===== src/design/mvm_pkg.sv =====
// ----------------------------------------------------------------------------
// mvm_pkg: shared types and constants for the matrix-vector multiplier
// Store sizes, field widths, item codes and the multiply-accumulate control.
// ----------------------------------------------------------------------------
package mvm_pkg;

	localparam int MAX_ROWS   = 16;
	localparam int MAX_COLS   = 16;
	localparam int RESULT_CAP = 16;
	localparam int ROW_CAP    = (MAX_ROWS < RESULT_CAP) ? MAX_ROWS : RESULT_CAP;

	localparam int DATA_W    = 32;
	localparam int FRAC_W    = 16;
	localparam int IDX_W     = 4;
	localparam int KIND_W    = 2;
	localparam int CFG_W     = 5;
	localparam int CFG_IDX_W = 2;

	localparam int COL_W  = (MAX_COLS > 1) ? $clog2(MAX_COLS) : 1;
	localparam int DEPTH  = MAX_ROWS * MAX_COLS;
	localparam int ADDR_W = (DEPTH > 1) ? $clog2(DEPTH) : 1;
	localparam int CNT_MAX = (MAX_COLS > ROW_CAP) ? MAX_COLS : ROW_CAP;
	localparam int CNT_W  = $clog2(CNT_MAX + 1);
	// Products are Q32.32; a sum of MAX_COLS of them fits in COL_W + 1 more bits.
	localparam int PROD_W = 2 * DATA_W;
	localparam int ACC_W  = PROD_W + COL_W + 1;

	localparam int IN_TDATA_W  = ((2 * IDX_W + DATA_W + 7) / 8) * 8;
	localparam int OUT_TDATA_W = ((DATA_W + IDX_W + 7) / 8) * 8;
	localparam int OUT_PAD_W   = OUT_TDATA_W - DATA_W - IDX_W;

	localparam logic signed [DATA_W-1:0] SAT_MAX = {1'b0, {(DATA_W-1){1'b1}}};
	localparam logic signed [DATA_W-1:0] SAT_MIN = {1'b1, {(DATA_W-1){1'b0}}};

	typedef enum logic [KIND_W-1:0] {
		KIND_LOAD_MAT = 2'd0,
		KIND_LOAD_VEC = 2'd1,
		KIND_START    = 2'd2
	} kind_t;

	localparam logic [CFG_IDX_W-1:0] REG_ROWS_IN_USE   = 2'd0;
	localparam logic [CFG_IDX_W-1:0] REG_COLS_IN_USE   = 2'd1;
	localparam logic [CFG_IDX_W-1:0] REG_VECTOR_LENGTH = 2'd2;

	localparam logic STATUS_OK      = 1'b0;
	localparam logic STATUS_DIM_ERR = 1'b1;

	typedef struct packed {
		logic clear;
		logic vld;
		logic last;
	} mac_ctrl_t;

	// Saturates a configured count into the range 1..hi.
	function automatic int clamp_count(logic [CFG_W-1:0] v, int hi);
		int r;
		r = int'(v);
		if (r < 1) begin
			r = 1;
		end else if (r > hi) begin
			r = hi;
		end
		return r;
	endfunction

endpackage


===== src/design/mvm_mac.sv =====
// ----------------------------------------------------------------------------
// mvm_mac: shared multiply-accumulate unit
// One signed 32x32 product per cycle into a wide accumulator, with the final
// sum truncated to Q16.16 and saturated when the last column arrives.
// ----------------------------------------------------------------------------
module mvm_mac (
	input  logic                               clk,
	input  logic                               arst_n,
	input  mvm_pkg::mac_ctrl_t                 ctrl,
	input  logic signed [mvm_pkg::DATA_W-1:0]  mat_elem,
	input  logic signed [mvm_pkg::DATA_W-1:0]  vec_elem,
	output logic                               done,
	output logic signed [mvm_pkg::DATA_W-1:0]  sum_sat
);
	import mvm_pkg::*;

	logic signed [PROD_W-1:0]         prod_s2;
	logic                             vld_s2;
	logic                             last_s2;
	logic signed [ACC_W-1:0]          acc_q;
	logic signed [ACC_W-1:0]          acc_next;
	logic [ACC_W-FRAC_W-DATA_W:0]     upper;
	logic                             fits;
	logic                             done_q;
	logic signed [DATA_W-1:0]         res_q;

	assign acc_next = acc_q + {{(ACC_W-PROD_W){prod_s2[PROD_W-1]}}, prod_s2};

	// The Q16.16 result fits when every bit from its sign bit upward agrees.
	assign upper = acc_next[ACC_W-1:FRAC_W+DATA_W-1];
	assign fits  = (&upper) | ~(|upper);

	always_ff @(posedge clk or negedge arst_n) begin
		if (!arst_n) begin
			vld_s2  <= 1'b0;
			last_s2 <= 1'b0;
			done_q  <= 1'b0;
		end else begin
			vld_s2  <= ctrl.vld;
			last_s2 <= ctrl.vld & ctrl.last;
			done_q  <= vld_s2 & last_s2;
		end
	end

	always_ff @(posedge clk) begin
		prod_s2 <= mat_elem * vec_elem;
		if (ctrl.clear) begin
			acc_q <= '0;
		end else if (vld_s2) begin
			acc_q <= acc_next;
		end
		if (vld_s2 && last_s2) begin
			if (fits) begin
				res_q <= acc_next[FRAC_W+DATA_W-1:FRAC_W];
			end else begin
				res_q <= acc_next[ACC_W-1] ? SAT_MIN : SAT_MAX;
			end
		end
	end

	assign done    = done_q;
	assign sum_sat = res_q;

endmodule


===== config.mk =====
export PLATFORM = sky130hd
export DESIGN_NAME = mvm_mac
export DESIGN_NICKNAME = d
export VERILOG_FILES = /design/src/design/mvm_pkg.sv /design/src/design/mvm_mac.sv
export SDC_FILE = /design/constraint.sdc
export NUM_CORES = 2
export LEC_CHECK = 0
export ABC_AREA = 1
export BUFFER_PORTS_ARGS = -buffer_cell sky130_fd_sc_hd__buf_4
export CORE_MARGIN = 2
export CORE_UTILIZATION = 25
export DETAILED_ROUTE_END_ITERATION = 6
export GPL_TIMING_DRIVEN = 0
export PLACE_DENSITY_LB_ADDON = 0.1
export SYNTH_ARGS = -nofsm -noshare
export SYNTH_HDL_FRONTEND = slang
export SYNTH_SLANG_ARGS = --single-unit

===== constraint.sdc =====
create_clock -name clk -period 2.7 [get_ports clk]
set_input_delay 0.27 -clock clk [delete_from_list [all_inputs] [get_ports clk]]
set_output_delay 0.27 -clock clk [all_outputs]
set_load 0.02 [all_outputs]

==> flow_metrics.py <==
metrics = {
    "synthesis": {
        "syn_area_per_cell_um2": 7.52,
        "ys_ff_latch": 168,
        "yosysSeqAreaShare_pct": 7.56,
        "yosysTopAreaCellShare_pct": 44.3,
        "ys_warn_count": 0,
        "synthesis.nets": 7912,
        "async_reset_ff_share_pct": 1.79,
        "syn_inst": 6508,
        "synth_area_leaders": "fa_1 (44%), inv_1 (15%), nand2_1 (14%)",
        "synth_edf_count": 32,
        "yosysUniqueCellTypes": 41,
        "yosys.area.top_type": "fa_1",
        "synth_area_um2": 49000,
        "synth_flop_cell": "dfxtp_1",
    },
    "outcome": {
        "run_status": "complete, but fails checks",
        "failed_checks": "setup timing",
    },
    "final_layout": {
        "seq_area_um2": 3710,
        "final.fill_count": 21100,
        "fin_nets": 8281,
        "layout_commonest_cell": "inv_1",
        "drive_gt1_share_pct": 20.6,
        "multiInputGateArea_um2": 41500,
        "final_cell_area_um2": 62900,
        "syn_to_final_growth_pct": 28.5,
        "most-common-layout-cells": "inv_1 (1,864), nand2_1 (1,700), fa_1 (973)",
        "final_util_pct": 32.3,
    },
    "floorplan": {
        "start_util_pct": 25.1,
        "num_rows": 162,
        "io_pins": 102,
        "die_h_um": 446,
        "dieArea_um2": 199000,
        "core-area_um2": 195000,
        "die_w_um": 446,
    },
    "placed_design": {
        "io_buffers": 100,
        "placedInstanceArea_um2": 55100,
        "routabilityCongestion": 0.890,
        "place_hpwl_um": 189000,
    },
    "clock_network": {
        "clkTransAtPathRegs_ps": 70,
        "cts_tree": "done",
        "clock-sinks": 168,
        "cts_buffers": 17,
        "cts_buffer_depth": 2,
        "cts-root-buf": "clkbuf_16",
        "clk_latency_ps": 500,
        "h-tree-depth": 4,
    },
    "route": {
        "drt-total-wl_um": 221000,
        "dr_total_vias": 41600,
        "dr.first_iter.drc_count": 2516,
        "wl_per_cell_um": 23.3,
        "first_pass_iters": 6,
        "postRouteAntennaNets": 0,
        "detail_route.vias_per_cell": 4.37,
        "drc_errors": 0,
    },
    "timing": {
        "setup_ws_ps": -4040,
        "min_period_ps": 6740,
        "min_period_over_period_pct": 250,
        "timing.slew.headroom_pct": 44.3,
        "rsz0062_at_grt": "true",
        "finalMaxSlewViolations": 0,
        "hold_viol": 0,
        "worst_slew_pin_slew_ps": 835,
        "setup_viol": 95,
        "finalClockSkew_ps": 16.3,
        "max_freq_mhz": 148,
    },
    "setup_path": {
        "path_common_cell": "fa_2",
        "cp_slowest_cell": "fa_2",
        "critPathMaxStageDelay_ps": 650,
        "path_delay_family": "adder cells",
        "rrSetupSlack_ps": -450,
        "worstPathRequired_ps": 3120,
        "cp.arrival_ps": 7160,
        "crit_type": "input port to register",
        "path_buf_inv": 10,
        "start_kind": "input port",
        "endpoint_kind": "register",
        "path_max_fanout": 8,
    },
    "grt": {
        "grt_util_all_layers_pct": 22.7,
        "grt_pass1_wl_um": 322000,
        "antenna_found_initial": 6,
        "grt_max_degree": 34,
        "first_global_vias": 45100,
        "grt_remaining_overflow": 0,
    },
    "hold_path": {
        "min_path_type": "input port to asynchronous set/reset pin",
    },
    "run": {
        "drv_cap": 0,
    },
}
[sequential cells by signal, indices dropped and copies added, names as in the netlist]
register,count
acc_q,69
prod_s2,64
sum_sat,32
done,1
last_s2,1
vld_s2,1
[synth_stat cells, types with 6 or more instances]
| cell type | count |
|---|---|
| o21a_1 | 8 |
| nand2_2 | 18 |
| nand4_1 | 20 |
| dfxtp_1 | 133 |
| xnor2_1 | 38 |
| clkbuf_1 | 210 |
| o21ai_0 | 113 |
| nand2_1 | 1864 |
| ha_1 | 252 |
| nor3_1 | 17 |
| xor2_1 | 83 |
| and3_1 | 10 |
| a31oi_1 | 14 |
| a21o_1 | 11 |
| inv_1 | 1951 |
| nor2_1 | 327 |
| fa_1 | 1083 |
| edfxtp_1 | 32 |
| o211ai_1 | 23 |
| a21oi_1 | 149 |
| nand3_1 | 83 |
| buf_6 | 6 |
| nor4_1 | 8 |
| or2_2 | 9 |
[final timing paths]
kind	startpoint	to	depth (start not counted)
worst max-delay path	mat_elem[31]	prod_s2[62]$_DFF_P_	29
worst min-delay path	arst_n	last_s2$_DFF_PN0_	2
worst max register to register	prod_s2[32]$_DFF_P_	sum_sat[22]$_DFFE_PP_	20
worst min register to register	acc_q[58]$_SDFFE_PP0P_	acc_q[58]$_SDFFE_PP0P_	2
max in group asynchronous	arst_n	done$_DFF_PN0_	2
min in group clk	vec_elem[0]	prod_s2[0]$_DFF_P_	3
[cell families (layout without fill, tap and decap cells)]
group / Yosys count / count (layout) / synth area share, %
flip-flops: 168 / 168 / 7.56
AND/OR/NAND/NOR: 2378 / 2378 / 19.0
buffers and inverters: 2171 / 2553 / 16.7
other: 0 / 3 / 0
AO/OA/AOI/OAI: 335 / 335 / 3.79
adder cells (fa/ha/maj): 1335 / 1335 / 50.7
XOR/XNOR: 121 / 121 / 2.16
[what timing repair did]
item                       in CTS  in global routing
gates resized for setup       947                291
setup endpoints to repair     146                 99
hold buffers                    3                  0
gates cloned                    3                  2
setup buffers                 183                 62
pin swaps                     237                205
hold endpoints to repair        5                  0
[per-stage QoR]
| stage | TNS, ps | cells | hold WS, ps | setup slack (ps) |
|---|---|---|---|---|
| 2_1_floorplan | -176210 | 6508 | -25.6 | -4110 |
| 3_3_place_gp | -332810 | 9232 | 62.0 | -5970 |
| 3_5_place_dp | -332020 | 9232 | 60.8 | -5980 |
| 4_1_cts | -207190 | 9452 | 62.8 | -4070 |
| 5_1_grt | -224620 | 9514 | 76.3 | -4240 |
| 6_report | -206540 | 9517 | 90.7 | -4040 |
[area by class of cell]
cell class,count,share of cell area (%)
timing repair buffer,350,5.33
buffer,219,4.92
sequential,168,5.90
clock inverter,14,0.229
inverter,1952,11.7
multi-input combinational,4169,66.0
tap,2624,5.22
antenna,3,0.0119
clock buffer,18,0.682
[per-layer routing]
layer | GRT usage, % | share of wire [%] | vias up
met1 | 30.0 | 44 | 21400
met2 | 39.0 | 47 | 942
met4 | 6.51 | 4.1 | 0
met3 | 2.39 | 4.4 | 238
met5 | 0 | 0 | -
li1 | - | - | 19100
Power is not shown: default switching activity piles up to over one toggle a cycle in this logic, so the estimate is an artifact.
